### config.mk
export PLATFORM = sky130hd
export DESIGN_NAME = rgsem_ctrl
export DESIGN_NICKNAME = d
export VERILOG_FILES = /design/src/hw/rtl/rgsem_pkg.sv /design/src/hw/rtl/rgsem_ctrl.sv
export VERILOG_INCLUDE_DIRS = /design/src /design/src/hw/rtl
export SDC_FILE = /design/constraint.sdc
export NUM_CORES = 1
export LEC_CHECK = 0
export BUFFER_PORTS_ARGS = -buffer_cell sky130_fd_sc_hd__buf_2
export CORE_AREA = 2 2 39 41
export DETAILED_ROUTE_END_ITERATION = 8
export DIE_AREA = 0 0 41 43
export MAX_ROUTING_LAYER = met4
export SLEW_MARGIN = 20
export SYNTH_ARGS = -nofsm -noshare
export SYNTH_HDL_FRONTEND = slang
export SYNTH_SLANG_ARGS = --single-unit
### constraint.sdc
create_clock -name i_clk -period 1.57 [get_ports i_clk]
set_clock_uncertainty 0.2 [all_clocks]
set_input_delay 0.314 -clock i_clk [delete_from_list [all_inputs] [get_ports i_clk]]
set_output_delay 0.314 -clock i_clk [all_outputs]
set_load 0.005 [all_outputs]
### src/hw/rtl/rgb_gray_sobel_edge_magnitude_defines.svh
// ----------------------------------------------------------------------------
// Assertion macros for the RGB gray Sobel edge magnitude block
// Shared by the modules that carry concurrent checks.
// ----------------------------------------------------------------------------
`ifndef RGB_GRAY_SOBEL_EDGE_MAGNITUDE_DEFINES_SVH
`define RGB_GRAY_SOBEL_EDGE_MAGNITUDE_DEFINES_SVH

// same-cycle implication, disabled during reset
`define RGSEM_ASSERT_NOW(label, clk, rst_n, ante, cons, msg) \
    label: assert property (@(posedge clk) disable iff (!rst_n) (ante) |-> (cons)) \
        else $error(msg);

// next-cycle implication, disabled during reset
`define RGSEM_ASSERT_NEXT(label, clk, rst_n, ante, cons, msg) \
    label: assert property (@(posedge clk) disable iff (!rst_n) (ante) |=> (cons)) \
        else $error(msg);

`endif

### src/hw/rtl/rgsem_pkg.sv
`timescale 1ns / 1ps
// ----------------------------------------------------------------------------
// rgsem_pkg
// Types, constants and codes shared by the Sobel edge magnitude block.
// ----------------------------------------------------------------------------
package rgsem_pkg;

    localparam int MAX_LINE     = 1024;
    localparam int LINE_AW      = $clog2(MAX_LINE);
    localparam int PIX_W        = 8;
    localparam int WIDTH_W      = 11;
    localparam int HEIGHT_W     = 13;
    localparam int COL_W        = 10;
    localparam int ROW_W        = 12;
    localparam int WSUM_W       = 15;
    localparam int PROD_W       = 31;
    localparam int GRAD_W       = 10;
    localparam int SQ_W         = 2 * GRAD_W;
    localparam int SUM_W        = SQ_W + 1;
    localparam int ROOT_W       = 8;
    localparam int ROOT_SQ_W    = 2 * ROOT_W;
    localparam int APB_DW       = 32;
    localparam int PADDR_W      = 3;
    localparam int REG_IDX_BIT  = 2;

    localparam logic [WIDTH_W-1:0]  WIDTH_RESET  = WIDTH_W'(640);
    localparam logic [HEIGHT_W-1:0] HEIGHT_RESET = HEIGHT_W'(480);
    localparam logic [WIDTH_W-1:0]  WIDTH_MIN    = WIDTH_W'(3);
    localparam logic [WIDTH_W-1:0]  WIDTH_MAX    = WIDTH_W'(MAX_LINE);
    localparam logic [HEIGHT_W-1:0] HEIGHT_MIN   = HEIGHT_W'(3);
    localparam logic [HEIGHT_W-1:0] HEIGHT_MAX   = HEIGHT_W'(4096);

    // gray = floor((30r + 59g + 11b + 50) / 100)
    localparam int W_RED        = 30;
    localparam int W_GREEN      = 59;
    localparam int W_BLUE       = 11;
    localparam int GRAY_ROUND   = 50;
    // floor(x / 100) == (x * 41944) >> 22 for x below 25600
    localparam int RECIP_100    = 41944;
    localparam int RECIP_SHIFT  = 22;

    localparam int WIN_EDGE     = 2;

    // register index codes (paddr bit REG_IDX_BIT)
    localparam logic REG_WIDTH  = 1'b0;
    localparam logic REG_HEIGHT = 1'b1;

    typedef struct packed {
        logic [PIX_W-1:0] red;
        logic [PIX_W-1:0] green;
        logic [PIX_W-1:0] blue;
    } t_in_item;

    typedef struct packed {
        logic [PIX_W-1:0] magnitude;
        logic             inside_res;
        logic             frame_done;
    } t_out_item;

    typedef struct packed {
        logic accept;
        logic load;
        logic shift;
        logic grad;
        logic square;
        logic sum;
        logic root_step;
        logic finish;
    } t_cmd;

    typedef struct packed {
        logic root_last;
        logic out_free;
    } t_status;

endpackage

### src/hw/rtl/rgsem_ctrl.sv
`timescale 1ns / 1ps
// ----------------------------------------------------------------------------
// rgsem_ctrl
// Sequencer that steps one pixel through the datapath.
// ----------------------------------------------------------------------------
`include "rgb_gray_sobel_edge_magnitude_defines.svh"

module rgsem_ctrl
    import rgsem_pkg::*;
(
    input  logic    i_clk,
    input  logic    i_rst_n,
    input  logic    i_in_valid,
    output logic    o_in_stall,
    input  t_status i_status,
    output t_cmd    o_cmd
);

    typedef enum logic [2:0] {
        S_IDLE,
        S_LOAD,
        S_SHIFT,
        S_GRAD,
        S_SQUARE,
        S_SUM,
        S_ROOT,
        S_FINISH
    } t_state;

    t_state r_state;
    t_state n_state;
    logic   r_stall;
    logic   n_stall;
    t_cmd   cmd;

    always_comb begin
        n_state = r_state;
        n_stall = r_stall;
        cmd     = '0;
        case (r_state)
            S_IDLE: begin
                if (i_in_valid) begin
                    cmd.accept = 1'b1;
                    n_stall    = 1'b1;
                    n_state    = S_LOAD;
                end
            end
            S_LOAD: begin
                cmd.load = 1'b1;
                n_state  = S_SHIFT;
            end
            S_SHIFT: begin
                cmd.shift = 1'b1;
                n_state   = S_GRAD;
            end
            S_GRAD: begin
                cmd.grad = 1'b1;
                n_state  = S_SQUARE;
            end
            S_SQUARE: begin
                cmd.square = 1'b1;
                n_state    = S_SUM;
            end
            S_SUM: begin
                cmd.sum = 1'b1;
                n_state = S_ROOT;
            end
            S_ROOT: begin
                cmd.root_step = 1'b1;
                if (i_status.root_last) begin
                    n_state = S_FINISH;
                end
            end
            S_FINISH: begin
                if (i_status.out_free) begin
                    cmd.finish = 1'b1;
                    n_stall    = 1'b0;
                    n_state    = S_IDLE;
                end
            end
            default: begin
                n_state = S_IDLE;
                n_stall = 1'b0;
            end
        endcase
    end

    always_ff @(posedge i_clk) begin
        if (!i_rst_n) begin
            r_state <= S_IDLE;
            r_stall <= 1'b0;
        end else begin
            r_state <= n_state;
            r_stall <= n_stall;
        end
    end

    assign o_in_stall = r_stall;
    assign o_cmd      = cmd;

    `RGSEM_ASSERT_NEXT(a_accept_starts, i_clk, i_rst_n, o_cmd.accept, r_state == S_LOAD, "accepted transaction did not start")
    `RGSEM_ASSERT_NOW(a_stall_busy, i_clk, i_rst_n, r_state != S_IDLE, o_in_stall, "input open while busy")
    `RGSEM_ASSERT_NEXT(a_root_ends, i_clk, i_rst_n, (r_state == S_ROOT) && i_status.root_last, r_state == S_FINISH, "root iteration overran")

endmodule

[Yosys cells after proc, flatten, opt, wreduce, memory -nomap -nowiden]
Index checks and enable logic that the tools add are counted.
Storage, ports and cells
  register bits after elaboration: 4
  latch bits: 0
  RAM bits: 0
  ROM bits: 0
  input port bits: 5
  output and inout port bits: 9
  logic and storage cells: 33
  memories kept: 0
Operators by class
  $add $sub $neg: 0
  multipliers: 0
  divide/modulo/power cells: 0
  order comparisons: 0
  equal/unequal tests: 10
  shifts and indexed selects: 0
  mux-type cells: 17
  bitwise logic cells: 0
  reductions and logical operators: 4
Operators with widths (number)
  $pmux 3 s8: 1
  $eq 3x3->1 const B: 4
  $mux 1: 12
  $mux 3: 3
  $eq 3x2->1 const B: 2
  $ne 2x2->1 const B: 3
  $reduce_and 3->1: 2
  $eq 3x1->1 const B: 1
  $logic_not 3->1: 1
  $pmux 1 s2: 1
  $reduce_bool 2->1: 1

[Logic depth before layout (Yosys ltp)]
Gate-level depths: netlist of the first run.
  depth in word-level cells: 3
  depth in mapped cells: 4
  gate-level depth less buffers: 3

[Least setup slack after synthesis of the first run]
No wires, ideal clock.
  path type: register to output
  from: register r_state[1]
  to: output port o_cmd[5] (netlist name)
  arrival time: 764 ps
  required time: 1056 ps
  slack: 292 ps
  cell stages (with the launch flop): 3
  path buffers: 1
  path through: dfxtp_1 > buf_4 > nor3b_1
RTL lines
  start, declared: RTL line rgsem_ctrl.sv:30  | t_state r_state;
  start signal, assigned: RTL line rgsem_ctrl.sv:93  | r_state <= n_state;
  end, declared: RTL line rgsem_ctrl.sv:16  | output t_cmd o_cmd

==> results of run 1 <==
registers in the layout, summed over array words and instances, names as in the netlist:
signal      cells
o_in_stall      1
r_state         3
cells in the mapped netlist (2+ instances only):
master	number	share of area (%)
a21oi_1	3	5.7
dfxtp_1	4	31
inv_1	3	4.3
buf_4	2	5.7
nor2_1	2	2.9
nor3b_1	4	11
nand2_1	2	2.9
timing repair:
| item | 4_1_cts | 5_1_grt |
|---|---|---|
| endpoints found under the setup margin | 8 | 4 |
| pin swaps | 0 | 2 |
| gates resized for setup | 7 | 4 |
| buffers inserted | 0 | 3 |
| hold endpoints to repair | 0 | 0 |
critical path, delay by kind of cell, from the launching register on:
kind	cells	cell delay, ps
buf+inv	1	150
flops	1	390
simple gates	1	270
power by group through the flow:
stage | Combinational, mW | Clock [mW] | Sequential [mW]
2_1_floorplan | 0.0506 | 0 | 0.120
3_3_place_gp | 0.0532 | 0 | 0.133
3_5_place_dp | 0.0527 | 0 | 0.134
4_1_cts | 0.0543 | 0.136 | 0.133
5_1_grt | 0.0696 | 0.145 | 0.136
6_report | 0.0631 | 0.129 | 0.134
routing by layer:
metal | up-vias | part of all wire, % | track usage [%]
met4 | 0 | 1.3 | 4.000
met5 | - | 0 | -
li1 | 145 | - | -
met1 | 136 | 36 | 6.752
met3 | 2 | 8.5 | 8.377
met2 | 8 | 54 | 10.94
cells by family after synthesis:
| kind of cell | after synthesis |
|---|---|
| AND/OR/NAND/NOR | 16 |
| AO/OA/AOI/OAI | 6 |
| buffers and inverters | 6 |
| flip-flops | 4 |
area by class of cell:
cell class / count / area, um^2 / area share (%)
repair buffers: 16 / 85.08 / 21.73
clock buffers: 3 / 22.52 / 5.751
flip-flops and latches: 4 / 91.34 / 23.32
inverters: 3 / 13.76 / 3.514
multi-input cells: 22 / 158.9 / 40.57
well taps: 16 / 20.02 / 5.112
worst max-delay path by stage:
stage                           to       start  slack, ps
after floorplan           o_cmd[5]  r_state[1]        290
after global placement    o_cmd[2]  r_state[0]         60
after detailed placement  o_cmd[6]  r_state[0]         50
after CTS                 o_cmd[2]  r_state[0]         -7
after global routing      o_cmd[7]  r_state[1]        -30
final                     o_cmd[7]  r_state[1]         10
layout by cell type, fill, tap and decap left out:
cell type	instances
o21ai_1	1
nand2_1	2
nand2b_1	1
nand3_1	1
nor2b_1	1
buf_2	14
o2111ai_1	1
nor3b_2	2
clkbuf_4	3
buf_4	2
dfxtp_4	3
and3_1	1
or3_1	1
o21ai_0	1
inv_1	2
inv_4	1
nor3_2	1
nor3b_1	2
dfxtp_1	1
nand4_1	1
a21oi_1	3
nor2_1	2
nor4b_4	1
stage by stage:
stage,TNS [ps],cells
detailed placement,0,58
CTS,-9.986,61
global placement,0,58
finish,0,64
global route,-46.29,64
floorplan,0,32
==> results by group, run 1 <==
Outcome
  – Status: finished, final reports clean

Job
  – Max Cap Violations: 0

Pwr
  – P per Cell Area: 834.2 nW/um^2
  – Sw power: between 0.09 and 0.1 mW
  – Leakage power: approximately 0.20 nW
  – Combinational share of power: between 10% and 20%
  – Peak supply drop: ~0.40 mV
  – Internal: 0.2347 mW
  – Sequential share of power: slightly above 40%
  – Sw Share: 28.16%
  – Fraction of power consumed by the clock network: between 30% and 40%
  – Total power: approximately 0.33 mW

Drt
  – Routed WL: about 640 um
  – DR iter-0 viols: 11
  – 1st-pass router iterations: 2
  – DRT antenna net count: 0
  – DRC viols: 0
  – Via count: slightly below 300
  – Drt wl/cell: around 10 um
  – Via density: ~4.5

Place
  – Place WS: around 48 ps
  – Post-DP HPWL: approximately 440 um
  – Final RePlAce weighted congestion: 0.6894
  – PortBufs: 13
  – Area after DPL: 320.3 um^2

Floorplan
  – Die Ht: about 43 um
  – Initial Utilization: about a fifth
  – Die width: 41 um
  – DIE AREA: 1763 um^2
  – Core area: around 1400 um^2
  – IO Pins: 14
  – # rows: 14

Synthesis
  – Largest family of logic cells by synthesized area: simple AND/OR/NAND/NOR gates
  – Sequential area share after synthesis: a little under a third
  – Syn avg cell area: slightly above 8 um^2
  – Ys flop type: dfxtp_1
  – Cells after Synth: 32
  – Post-synthesis mux area share: 0%
  – Post-Syn Area: around 260 um^2
  – Compound-Gate Fraction of Synth Area: between 10% and 20%
  – Post-synthesis xor/xnor area fraction: 0%
  – Adder-cell area share of the yosys netlist: 0%
  – Flops & latches, synth: 4
  – Post-Synth Simple-Gate Area: between 40% and 50%
  – Syn nets: 37
  – EDFF count, synth: 0
  – Post-synth ARST share: 0%
  – YS warnings: 0
  – Synth cell types: 19

Global routing
  – Vias in the first global route: approximately 230
  – Initial antenna violation count: 0
  – Total gr overflow: 0
  – Total track usage: under 10%
  – Largest net degree at the start of global routing: 14
  – First-pass GRT wire length: 855 um

Clocking
  – Hold buffers post-CTS: 0
  – CTS root buf: clkbuf_4
  – Level count of the clock H-tree: 1
  – Num CTS Buffers: 3
  – Worst-path clk slew: approximately 40 ps
  – Clock Path Buffers: 2
  – Clk sinks: 4
  – CTS tree: built
  – Clock latency on the worst-skew pair: ~240 ps

Timing
  – Final Cycle Share: 99.23%
  – Worst hold margin: ~150 ps
  – PnR worst setup slack: about 12 ps
  – Worst rel slew slack: 86.19%
  – Final min period: approximately 1600 ps
  – Worst Tran Pin Value: between 200 and 250 ps
  – Max Fclk: between 600 and 700 MHz
  – RSZ-0062 raised after global routing: yes
  – Final hold vios: 0
  – Final Max Tran Viols: 0
  – Final setup fails: 0

Critical path
  – Critical path type: reg2out
  – R2r startpoint: r_state[2]
  – RR Endpoint: r_state[0]
  – Crit-path cells: nor4b_4, buf_2
  – Worst R2R Setup Slack: 90 ps
  – Slowest CP cell: dfxtp_4
  – Crit end category: output pin
  – CP required: 1060 ps
  – Max FO, Critical Path: 13
  – Worst R2R Path Depth: 5
  – Worst Path Arrival: 1040 ps
  – CP startpoint kind: register
  – Slowest cell delay on critical path: 390 ps

Final layout
  – Design Area, Final: 391.6 um^2
  – Area growth, synth to finish: 49.76%
  – Nets: 55
  – Share of layout cells above drive strength 1: between 50% and 60%
  – Final core utilization: around 28%
  – Fill count: 152
  – Ant diodes: 0

Hold path
  – Hold Path End: o_in_stall
  – Worst min-delay path category: in2reg
  – Hold wc startpoint: i_rst_n
  – Hold Crit Depth: 2
No activity file was read; power rests on OpenSTA's default activity.
==> inputs of run 2 (changes only) <==
- MAX_ROUTING_LAYER: met4 -> not set
==> run 2 against run 1 <==
Effect of this change:
- via count shrank 0.69%
- final cell count unchanged
- wire length rose by 1.3%
- clock power about the same
- flip-flop and latch count unchanged
- largest power group unchanged
- sequential power about the same
- critical endpoint unchanged
==> results by group, run 2 (synthesized netlist as in run 1, its figures left out) <==
Critical path
  – CP Buf/Inv Count: 1 (unchanged)
  – Slowest cell delay on critical path: 390 ps (about the same)
  – Crit end category: output pin
  – Critical path type: reg2out
  – Worst R2R Path Depth: 5 (unchanged)
  – Crit-path cells: nor4b_4, buf_2
  – Max FO, Critical Path: 13 (unchanged)
  – CP startpoint kind: register
  – Worst Path Arrival: 1050 ps (about the same)
  – Family with the most delay on the worst path: flip-flops
  – Slowest CP cell: dfxtp_4
  – CP required: 1060 ps (about the same)
  – CP Depth: 2 (unchanged)

Final layout
  – Non-filler instance count after layout: 64 (unchanged)
  – Biggest register: r_state
  – Area used by multi-input combinational logic: 158.9 um^2 (unchanged)
  – Nets: 55 (unchanged)
  – Ant diodes: 0 (unchanged)
  – Largest register FFs: 3 (unchanged)
  – Storage cell area: 91.34 um^2 (unchanged)
  – Area growth, synth to finish: 49.76% (unchanged)
  – Most frequent cells in the layout: 14 x buf_2, 3 x a21oi_1, 3 x clkbuf_4, 3 x dfxtp_4
  – Fill count: 152 (unchanged)
  – Share of layout cells above drive strength 1: 56.25% (unchanged)
  – Commonest non-fill, non-tap cell in the layout: buf_2

Clocking
  – Clock latency on the worst-skew pair: 240 ps (about the same)
  – Hold buffers post-CTS: 0 (unchanged)
  – Clk sinks: 4 (unchanged)
  – Level count of the clock H-tree: 1 (unchanged)
  – Worst-path clk slew: 40 ps (about the same)
  – CTS tree: built
  – Num CTS Buffers: 3 (unchanged)
  – Clock Path Buffers: 2 (unchanged)
  – CTS root buf: clkbuf_4

Timing
  – Final Max Tran Viols: 0 (unchanged)
  – Worst rel slew slack: 86.07% (-0.12 points)
  – PnR worst setup slack: 8.215 ps (-3.852 ps)
  – Final hold vios: 0 (unchanged)
  – RSZ-0062 raised after global routing: yes
  – Final Cycle Share: 99.48% (+0.25 points)
  – Final min period: 1562 ps (+3.852 ps)
  – Worst Tran Pin Value: 208.1 ps (+1.829 ps)
  – Max Fclk: 640.3 MHz (-0.25%)
  – Final setup fails: 0 (unchanged)
  – TNS Setup: 0 ps (unchanged)

Drt
  – Via density: 4.516 (-0.69%)
  – Drt wl/cell: 10.11 um (+1.3%)
  – DRT antenna net count: 0 (unchanged)
  – Routed WL: 647 um (+1.3%)
  – 1st-pass router iterations: 4 (+2)
  – DR iter-0 viols: 10 (-1)
  – Via count: 289 (-0.69%)
  – DRC viols: 0 (unchanged)

Job
  – Max Cap Violations: 0 (unchanged)

Global routing
  – Vias in the first global route: 232 (unchanged)
  – Initial antenna violation count: 0 (unchanged)
  – Largest net degree at the start of global routing: 14 (unchanged)
  – Total track usage: 7.831% (-0.19 points)
  – Total gr overflow: 0 (unchanged)
  – First-pass GRT wire length: 855 um (unchanged)

Place
  – Post-DP HPWL: 440.7 um (unchanged)
  – Place WS: 48.45 ps (unchanged)
  – Final RePlAce weighted congestion: 0.6824 (-1.0%)
  – PortBufs: 13 (unchanged)
  – Placed cells: 58 (unchanged)

Floorplan
  – Core area: 1384 um^2 (unchanged)
  – # rows: 14 (unchanged)
  – IO Pins: 14 (unchanged)
  – Die Ht: 43 um (unchanged)
  – DIE AREA: 1763 um^2 (unchanged)
  – Die width: 41 um (unchanged)
  – Initial Utilization: 18.90% (unchanged)

Hold path
  – Hold Crit Depth: 2 (unchanged)
  – Worst min-delay path category: in2reg

Pwr
  – Peak supply drop: 0.4028 mV (about the same)
  – Leakage power: 0.1970 nW (unchanged)
  – P per Cell Area: 834.8 nW/um^2 (about the same)

Outcome
  – Status: finished, final reports clean
## run 2: cell counts in the layout (fill, tap and decap cells not counted)
Identical to the previous run, type by type.
## run 2: final cells by class
class                   instances  area share (%)
multi-input cells              22           40.57
flip-flops and latches          4           23.32
inverters                       3           3.514
repair buffers                 16           21.73
clock buffers                   3           5.751
well taps                      16           5.112
## run 2: metal layers
| metal | track usage (%) | share of wire (%) | vias up | wire [um] |
|---|---|---|---|---|
| met4 | 4.000 | 2.2 | 0 | 14 |
| met5 | 0 | 0 | - | 0 |
| met2 | 10.94 | 52 | 8 | 337 |
| met1 | 6.752 | 37 | 131 | 242 |
| li1 | - | - | 146 | - |
| met3 | 8.377 | 8.2 | 4 | 53 |
## run 2: repair_timing
action,CTS,global route
setup endpoints to repair,8,4
buffers inserted,0,3
pin swaps,0,2
gates resized for setup,7,4
endpoints found under the hold margin,0,0
## run 2: final timing paths
kind | from | to | slack [ps]
setup reg to reg | r_state[2] | r_state[0] | 90
hold reg to reg | o_in_stall | o_in_stall | 320
hold / removal | i_rst_n | o_in_stall | 150
setup / recovery | r_state[1] | o_cmd[7] | 8
## run 2: power by group
part	switching (mW)	leakage, nW	internal (mW)	total [mW]
Sequential	0.0228	0.0350	0.111	0.134
Clock	0.0438	0.0138	0.0856	0.129
Combinational	0.0256	0.148	0.0377	0.0633
## run 2: metrics by stage
| stage | hold WS, ps | utilization, % | total power [mW] | cell area (um^2) |
|---|---|---|---|---|
| finish | 153.5 | 28.30 | 0.3269 | 391.6 |
| global route | 158.0 | 28.30 | 0.3502 | 391.6 |
| CTS | 147.0 | 25.95 | 0.3230 | 359.1 |
| detailed placement | 322.9 | 23.15 | 0.1866 | 320.3 |
| global placement | 329.5 | 23.15 | 0.1864 | 320.3 |
| floorplan | 242.2 | - | 0.1705 | 261.5 |
